[config.mk]
export PLATFORM = sky130hd
export DESIGN_NAME = clock_edge_pacing_monitor
export DESIGN_NICKNAME = d
export VERILOG_FILES = /design/src/hdl/cepm_pkg.sv /design/src/hdl/clock_edge_pacing_monitor.sv
export SDC_FILE = /design/constraint.sdc
export NUM_CORES = 2
export LEC_CHECK = 0
export BUFFER_PORTS_ARGS = -buffer_cell sky130_fd_sc_hd__buf_2
export CORE_ASPECT_RATIO = 1.25
export CORE_MARGIN = 8
export CORE_UTILIZATION = 25
export DETAILED_ROUTE_END_ITERATION = 7
export GPL_TIMING_DRIVEN = 0
export PLACE_DENSITY = 0.47
export SLEW_MARGIN = 10
export SYNTH_ARGS = -nofsm -noshare
export SYNTH_HDL_FRONTEND = slang
export SYNTH_SLANG_ARGS = --single-unit
[constraint.sdc]
create_clock -name aclk -period 50.4 [get_ports aclk]
set_input_delay 5.04 -clock aclk [delete_from_list [all_inputs] [get_ports aclk]]
set_output_delay 5.04 -clock aclk [all_outputs]
set_load 0.01 [all_outputs]
[src/hdl/cepm_pkg.sv]
// shared constants and types for the clock edge pacing monitor
package cepm_pkg;

    localparam int HzWidth      = 30;
    localparam int WordWidth    = 32;
    localparam int ProdWidth    = WordWidth + HzWidth;
    localparam int DivSteps     = ProdWidth / 2;
    localparam int StepCntWidth = $clog2(DivSteps);
    localparam int InDataWidth  = 40;
    localparam int OutDataWidth = 360;
    localparam int CfgIdxWidth  = 2;

    localparam logic [HzWidth-1:0]   BaselineReset = 30'd300000000;
    localparam logic [HzWidth-1:0]   TargetReset   = 30'd300000000;
    localparam logic [WordWidth-1:0] IdleGapReset  = 32'd30000;

    localparam logic [2:0] REQ_CLK_WR   = 3'd0;
    localparam logic [2:0] REQ_OTHER_WR = 3'd1;
    localparam logic [2:0] REQ_CLK_REG  = 3'd2;
    localparam logic [2:0] REQ_DATA_REG = 3'd3;
    localparam logic [2:0] REQ_REPORT   = 3'd4;

    localparam logic [CfgIdxWidth-1:0] CFG_BASELINE = 2'd0;
    localparam logic [CfgIdxWidth-1:0] CFG_TARGET   = 2'd1;
    localparam logic [CfgIdxWidth-1:0] CFG_IDLE_GAP = 2'd2;

    typedef enum logic [3:0] {
        ST_IDLE = 4'b0001,
        ST_MUL  = 4'b0010,
        ST_DIV  = 4'b0100,
        ST_FIN  = 4'b1000
    } state_t;

endpackage

[src/hdl/clock_edge_pacing_monitor.sv]
// clock edge pacing monitor: edge delay scaling and pacing statistics
// sequence: an accepted word passes the multiply and finish states, and a paced edge
//   also runs 31 two-bit divide steps in between on the single restoring divider
// a new word is taken only in idle, after the last one left the finish state, which waits while the output is held
// reset: synchronous active-low aresetn clears all statistics and edge tracking
//   and loads the config registers with their defaults
module clock_edge_pacing_monitor (
    input  logic                                 aclk,
    input  logic                                 aresetn,
    input  logic                                 cfg_wr_en,
    input  logic [cepm_pkg::CfgIdxWidth-1:0]     cfg_index,
    input  logic [cepm_pkg::WordWidth-1:0]       cfg_wr_data,
    input  logic                                 s_tvalid,
    output logic                                 s_tready,
    // level, timestamp, counter_on
    input  logic [cepm_pkg::InDataWidth-1:0]     s_tdata,
    // req_type
    input  logic [2:0]                           s_tuser,
    output logic                                 m_tvalid,
    input  logic                                 m_tready,
    // drive_level, extra_delay, call_count, edge_count, delayed_count,
    // idle_reset_count, counter_off_count, delay_total, delay_peak,
    // interval_peak, clock_reg_count, data_reg_count
    output logic [cepm_pkg::OutDataWidth-1:0]    m_tdata
);

    localparam int HW = cepm_pkg::HzWidth;
    localparam int WW = cepm_pkg::WordWidth;
    localparam int PW = cepm_pkg::ProdWidth;
    localparam int CW = cepm_pkg::StepCntWidth;

    cepm_pkg::state_t state_reg, state_next;
    logic [CW-1:0]    cnt_reg, cnt_next;

    logic [HW-1:0] baseline_reg, target_reg;
    logic [WW-1:0] gap_reg;

    logic [2:0]    req_reg;
    logic          lvl_reg;
    logic [WW-1:0] ts_reg;
    logic          con_reg;
    logic [WW-1:0] elapsed_reg;
    logic [HW-1:0] diff_reg;
    logic          paced_reg, paced_next;
    logic [PW-1:0] dividend_reg, dividend_next;
    logic [HW-1:0] rem_reg, rem_next;
    logic [WW-1:0] quot_reg, quot_next;

    logic [WW-1:0] last_time_reg, last_time_next;
    logic          last_level_reg, last_level_next;
    logic          have_edge_reg, have_edge_next;
    logic [WW-1:0] calls_reg, calls_next;
    logic [WW-1:0] edges_reg, edges_next;
    logic [WW-1:0] delayed_reg, delayed_next;
    logic [WW-1:0] idle_reg, idle_next;
    logic [WW-1:0] off_reg, off_next;
    logic [WW-1:0] sum_reg, sum_next;
    logic [WW-1:0] dmax_reg, dmax_next;
    logic [WW-1:0] imax_reg, imax_next;
    logic [WW-1:0] creg_reg, creg_next;
    logic [WW-1:0] dreg_reg, dreg_next;

    logic                              m_tvalid_reg, m_tvalid_next;
    logic [cepm_pkg::OutDataWidth-1:0] m_tdata_reg, m_tdata_next;

    logic          accept;
    logic          is_edge;
    logic          out_free;
    logic [HW:0]   r1, r1s, r2, r2s;
    logic          ge1, ge2;
    logic [WW-1:0] extra;
    logic          drive;
    logic [WW-1:0] rep_calls, rep_edges, rep_delayed, rep_idle, rep_off;
    logic [WW-1:0] rep_sum, rep_dmax, rep_imax, rep_creg, rep_dreg;

    assign s_tready = (state_reg == cepm_pkg::ST_IDLE);
    assign accept   = s_tvalid && s_tready;
    assign out_free = !m_tvalid_reg || m_tready;
    assign is_edge  = have_edge_reg && (lvl_reg != last_level_reg);
    assign m_tvalid = m_tvalid_reg;
    assign m_tdata  = m_tdata_reg;

    // two restoring divide steps per cycle
    always_comb begin
        r1  = {rem_reg, dividend_reg[PW-1]};
        ge1 = (r1 >= {1'b0, baseline_reg});
        r1s = ge1 ? (r1 - {1'b0, baseline_reg}) : r1;
        r2  = {r1s[HW-1:0], dividend_reg[PW-2]};
        ge2 = (r2 >= {1'b0, baseline_reg});
        r2s = ge2 ? (r2 - {1'b0, baseline_reg}) : r2;
    end

    always_comb begin
        extra = paced_reg ? quot_reg : '0;
        drive = 1'b0;
        if (req_reg == cepm_pkg::REQ_CLK_WR || req_reg == cepm_pkg::REQ_OTHER_WR) begin
            drive = lvl_reg;
        end
        if (req_reg == cepm_pkg::REQ_REPORT) begin
            rep_calls   = calls_reg;
            rep_edges   = edges_reg;
            rep_delayed = delayed_reg;
            rep_idle    = idle_reg;
            rep_off     = off_reg;
            rep_sum     = sum_reg;
            rep_dmax    = dmax_reg;
            rep_imax    = imax_reg;
            rep_creg    = creg_reg;
            rep_dreg    = dreg_reg;
        end else begin
            rep_calls   = '0;
            rep_edges   = '0;
            rep_delayed = '0;
            rep_idle    = '0;
            rep_off     = '0;
            rep_sum     = '0;
            rep_dmax    = '0;
            rep_imax    = '0;
            rep_creg    = '0;
            rep_dreg    = '0;
        end
    end

    always_comb begin
        state_next      = state_reg;
        cnt_next        = cnt_reg;
        paced_next      = paced_reg;
        dividend_next   = dividend_reg;
        rem_next        = rem_reg;
        quot_next       = quot_reg;
        last_time_next  = last_time_reg;
        last_level_next = last_level_reg;
        have_edge_next  = have_edge_reg;
        calls_next      = calls_reg;
        edges_next      = edges_reg;
        delayed_next    = delayed_reg;
        idle_next       = idle_reg;
        off_next        = off_reg;
        sum_next        = sum_reg;
        dmax_next       = dmax_reg;
        imax_next       = imax_reg;
        creg_next       = creg_reg;
        dreg_next       = dreg_reg;
        m_tvalid_next   = m_tvalid_reg && !m_tready;
        m_tdata_next    = m_tdata_reg;

        case (state_reg)
            cepm_pkg::ST_IDLE: begin
                if (accept) begin
                    state_next = cepm_pkg::ST_MUL;
                end
            end
            cepm_pkg::ST_MUL: begin
                paced_next = (req_reg == cepm_pkg::REQ_CLK_WR) && is_edge && con_reg
                             && (elapsed_reg <= gap_reg) && (baseline_reg != '0)
                             && (target_reg > baseline_reg);
                dividend_next = PW'(elapsed_reg) * PW'(diff_reg);
                rem_next      = '0;
                quot_next     = '0;
                cnt_next      = '0;
                state_next    = paced_next ? cepm_pkg::ST_DIV : cepm_pkg::ST_FIN;
            end
            cepm_pkg::ST_DIV: begin
                rem_next      = r2s[HW-1:0];
                dividend_next = {dividend_reg[PW-3:0], 2'b00};
                quot_next     = {quot_reg[WW-3:0], ge1, ge2};
                cnt_next      = cnt_reg + 1'b1;
                if (cnt_reg == CW'(cepm_pkg::DivSteps - 1)) begin
                    state_next = cepm_pkg::ST_FIN;
                end
            end
            cepm_pkg::ST_FIN: begin
                if (out_free) begin
                    m_tvalid_next = 1'b1;
                    m_tdata_next  = {7'b0, rep_dreg, rep_creg, rep_imax, rep_dmax, rep_sum,
                                     rep_off, rep_idle, rep_delayed, rep_edges, rep_calls,
                                     extra, drive};
                    state_next    = cepm_pkg::ST_IDLE;
                    case (req_reg)
                        cepm_pkg::REQ_CLK_WR: begin
                            calls_next = calls_reg + 1'b1;
                            if (is_edge) begin
                                edges_next = edges_reg + 1'b1;
                                if (!con_reg) begin
                                    off_next = off_reg + 1'b1;
                                end else if (elapsed_reg <= gap_reg) begin
                                    if (elapsed_reg > imax_reg) begin
                                        imax_next = elapsed_reg;
                                    end
                                    if (extra != '0) begin
                                        delayed_next = delayed_reg + 1'b1;
                                        sum_next     = sum_reg + extra;
                                        if (extra > dmax_reg) begin
                                            dmax_next = extra;
                                        end
                                    end
                                end else begin
                                    idle_next = idle_reg + 1'b1;
                                end
                            end
                            last_level_next = lvl_reg;
                            have_edge_next  = 1'b1;
                            if (con_reg) begin
                                last_time_next = ts_reg + extra;
                            end
                        end
                        cepm_pkg::REQ_CLK_REG: begin
                            creg_next      = creg_reg + 1'b1;
                            have_edge_next = 1'b0;
                        end
                        cepm_pkg::REQ_DATA_REG: begin
                            dreg_next = dreg_reg + 1'b1;
                        end
                        cepm_pkg::REQ_REPORT: begin
                            calls_next   = '0;
                            edges_next   = '0;
                            delayed_next = '0;
                            idle_next    = '0;
                            off_next     = '0;
                            sum_next     = '0;
                            dmax_next    = '0;
                            imax_next    = '0;
                        end
                        default: begin
                        end
                    endcase
                end
            end
            default: begin
                state_next = cepm_pkg::ST_IDLE;
            end
        endcase
    end

    // input word capture and datapath registers
    always_ff @(posedge aclk) begin
        if (accept) begin
            req_reg     <= s_tuser;
            lvl_reg     <= s_tdata[0];
            ts_reg      <= s_tdata[WW:1];
            con_reg     <= s_tdata[WW+1];
            elapsed_reg <= s_tdata[WW:1] - last_time_reg;
            diff_reg    <= target_reg - baseline_reg;
        end
        paced_reg    <= paced_next;
        dividend_reg <= dividend_next;
        rem_reg      <= rem_next;
        quot_reg     <= quot_next;
        cnt_reg      <= cnt_next;
        m_tdata_reg  <= m_tdata_next;
    end

    always_ff @(posedge aclk) begin
        if (!aresetn) begin
            state_reg      <= cepm_pkg::ST_IDLE;
            m_tvalid_reg   <= 1'b0;
            baseline_reg   <= cepm_pkg::BaselineReset;
            target_reg     <= cepm_pkg::TargetReset;
            gap_reg        <= cepm_pkg::IdleGapReset;
            last_time_reg  <= '0;
            last_level_reg <= 1'b0;
            have_edge_reg  <= 1'b0;
            calls_reg      <= '0;
            edges_reg      <= '0;
            delayed_reg    <= '0;
            idle_reg       <= '0;
            off_reg        <= '0;
            sum_reg        <= '0;
            dmax_reg       <= '0;
            imax_reg       <= '0;
            creg_reg       <= '0;
            dreg_reg       <= '0;
        end else begin
            state_reg      <= state_next;
            m_tvalid_reg   <= m_tvalid_next;
            last_time_reg  <= last_time_next;
            last_level_reg <= last_level_next;
            have_edge_reg  <= have_edge_next;
            calls_reg      <= calls_next;
            edges_reg      <= edges_next;
            delayed_reg    <= delayed_next;
            idle_reg       <= idle_next;
            off_reg        <= off_next;
            sum_reg        <= sum_next;
            dmax_reg       <= dmax_next;
            imax_reg       <= imax_next;
            creg_reg       <= creg_next;
            dreg_reg       <= dreg_next;
            if (cfg_wr_en) begin
                case (cfg_index)
                    cepm_pkg::CFG_BASELINE: baseline_reg <= cfg_wr_data[HW-1:0];
                    cepm_pkg::CFG_TARGET:   target_reg   <= cfg_wr_data[HW-1:0];
                    cepm_pkg::CFG_IDLE_GAP: gap_reg      <= cfg_wr_data;
                    default: begin
                    end
                endcase
            end
        end
    end

endmodule

==> impl_metrics.json <==
{
  "multi_input_area_um2": 49800,
  "cts_sinks": 1033,
  "crit_start": "elapsed_reg[6]",
  "setup_viol": 0,
  "cts_tree": "yes",
  "r2r_end": "dividend_reg[61]",
  "postCtsSetupBuffers": 0,
  "antenna_found_initial": 49,
  "fillerInstances": 34600,
  "ys_types": 86,
  "hold_depth": 2,
  "cp_slowest_cell": "edfxtp_1",
  "grt_max_degree": 62,
  "ff_latch_area_um2": 26500,
  "start_util_pct": 25.1,
  "clock_tree.buffer_depth": 3,
  "hold_buffers": 0,
  "relSlewSlack_pct": 15.2,
  "drive_above_1_share_pct": 7.82,
  "path_buf_inv": 7,
  "dp_cells": 13400,
  "die_w_um": 529,
  "cp_max_fo": 10,
  "dp_hpwl_mm": 255,
  "max-cap-violations": 0,
  "synth_top_flop_cell": "edfxtp_1",
  "die_y_um": 657,
  "fin_skew_ps": 86.4,
  "cts_resized": 0,
  "worstReg2RegStart": "elapsed_reg[6]",
  "syn_inst": 8510,
  "syn_avg_cell_area_um2": 9.65,
  "overflow": 0,
  "fp.dieArea_um2": 347000,
  "worstPathRequired_ps": 50870,
  "synth-seq-cells": 1033,
  "drt_wl_total_mm": 307,
  "clk_latency_ps": 800,
  "min_period_over_period_pct": 21.7,
  "hold_path_startpoint": "imax_reg[4]",
  "largest_reg_flops": 353,
  "rsz0062_at_grt": "false",
  "cts_root_buffer": "clkbuf_16",
  "drt_iter0_markers": 4289,
  "critPathCaptureType": "flop",
  "syn_area_um2": 82100,
  "gr-usage-all-layers_pct": 17.2,
  "vias": 63600,
  "ff2ff_path_depth": 27,
  "hold-worst-slack_ps": 460,
  "r2r_slack_ps": 39460,
  "start_kind": "flop",
  "yosys_warnings": 0,
  "cts_made_buffers": 116,
  "max_freq_mhz": 91.4,
  "nNetsFinal": 10500,
  "grt_pass1_vias": 66000,
  "core_area_um2": 327000,
  "instances_no_fill": 13600,
  "syn_to_final_growth_pct": 15.0,
  "period_needed_ps": 10940,
  "cp_common_cell": "fa_1",
  "vias_per_cell": 4.68,
  "max_stage_delay_ps": 960,
  "firstDrtPassIters": 8,
  "synth-seq-area-share_pct": 32.3,
  "grt_pass1_wl_mm": 447,
  "ioPinCount": 444,
  "crit_arrival_ps": 11400,
  "hold_path_end": "imax_reg[4]",
  "path_class": "flop to flop",
  "finalHoldViolCount": 0,
  "min-delay-path-class": "flop to flop",
  "htreeDepth": 3,
  "final.setup.tns_ps": 0,
  "cts.clk_slew.worst_paths_ps": 60,
  "report.final.slew_viol_count": 0,
  "core.rowCount": 235,
  "synthArstFlopShare_pct": 0,
  "synth-edff-count": 582,
  "status": "finished clean",
  "tightest_slew_ps": 1270,
  "route.detailed.drc": 0,
  "crit_family": "adder cells",
  "antenna_left": 0,
  "port_buffers": 429,
  "routedWlPerCell_um": 22.6,
  "place.gp.congestion": 0.933
}
[Yosys cell counts (6+ instances only)]
cell type / number / area (um^2)
fa_1: 842 / 16900
a211o_1: 13 / 114
clkbuf_1: 391 / 1470
nor4_1: 31 / 194
o21a_1: 38 / 285
o31ai_1: 12 / 90.1
ha_1: 538 / 6730
or3_1: 53 / 332
and3_1: 302 / 1890
buf_1: 8 / 30.0
mux2i_1: 41 / 410
buf_2: 16 / 80.1
a211oi_1: 32 / 240
or2_2: 10 / 62.6
a221oi_1: 7 / 61.3
nor3_1: 53 / 265
o211ai_1: 41 / 308
nor2_1: 427 / 1600
o211a_1: 8 / 80.1
xnor2_1: 199 / 1740
o21ai_0: 226 / 1130
a31oi_1: 36 / 225
dfxtp_1: 451 / 9030
nor2b_1: 78 / 488
nand4_1: 94 / 588
nand3b_1: 6 / 45.0
inv_1: 1118 / 4200
nand2_1: 974 / 3660
nand3_1: 179 / 896
a21o_1: 129 / 968
and2_1: 697 / 4360
a22o_1: 33 / 289
nor4b_1: 6 / 52.6
nand2b_1: 29 / 181
buf_4: 8 / 60.1
a21boi_0: 109 / 818
and4_1: 22 / 193
a21oi_1: 335 / 1680
edfxtp_1: 582 / 17500
o21bai_1: 27 / 203
xor2_1: 200 / 1750
[cell usage in the layout, fill, tap and decap left out, drive strengths merged, types with 54 or more instances in the layout]
cell type     n
inv        1123
nand2       974
fa          842
and2        698
edfxtp      582
ha          538
clkbuf      533
buf         486
dfxtp       451
nor2        431
a21oi       335
and3        303
o21ai       231
xor2        200
xnor2       199
nand3       180
a21o        129
a21boi      112
nand4        94
nor2b        78
nor3         55
or3          54
[worst max-delay path by stage]
stage	to	slack, ps	depth (start not counted)
after global routing	dividend_reg[61]	39250	28
after global placement	m_tdata[40]	21300	4
after detailed placement	dividend_reg[61]	39560	27
after floorplan	m_tdata[0]	29340	3
after CTS	dividend_reg[61]	39510	27
final	dividend_reg[61]	39460	27
[layer usage]
metal | vias up | share of wire, % | GRT usage [%]
li1 | 29000 | - | -
met1 | 32100 | 41 | 21.3
met2 | 1893 | 48 | 29.5
met3 | 573 | 4.7 | 2.11
met4 | 6 | 5.6 | 8.48
met5 | - | 0.011 | 0
[worst min-delay path, delay by kind of cell (launching register included)]
kind | cells | cell delay [ps]
and+or+nand+nor | 1 | 50
muxes | 1 | 50
DFF | 1 | 310
[logic make-up (layout without fill, tap and decap cells)]
family	Yosys count	count (layout)	synth area share, %
flops	1033	1033	32.3
simple gates	2998	2998	18.5
other cells	1	31	0.00457
fa+ha+maj	1380	1380	28.7
xor+xnor	399	399	4.25
compound gates	1114	1114	8.62
buf+inv	1543	2217	7.12
mux	42	42	0.513
[per-stage QoR]
| stage | setup WS [ps] | utilization [%] | instance area (um^2) |
|---|---|---|---|
| 3_3_place_gp | 21300 | 27.4 | 89800 |
| 5_1_grt | 39250 | 28.9 | 94400 |
| 4_1_cts | 39510 | 28.8 | 94400 |
| 3_5_place_dp | 39560 | 27.6 | 90300 |
| 6_report | 39460 | 28.9 | 94500 |
| 2_1_floorplan | 29340 | - | 82200 |
[cell type report]
class                      instances  area share (%)
multi-input combinational       5940            52.8
sequential                      1033            28.1
tap                             4384            5.81
inverter                        1118            4.44
clock buffer                     141            3.29
timing repair buffer             453            2.76
buffer                           425            1.75
clock inverter                    80            1.06
antenna                           24          0.0636
Power is left out: the tool's default activity adds up to more than one toggle a clock period on the data nets, which glitch-free logic cannot reach.
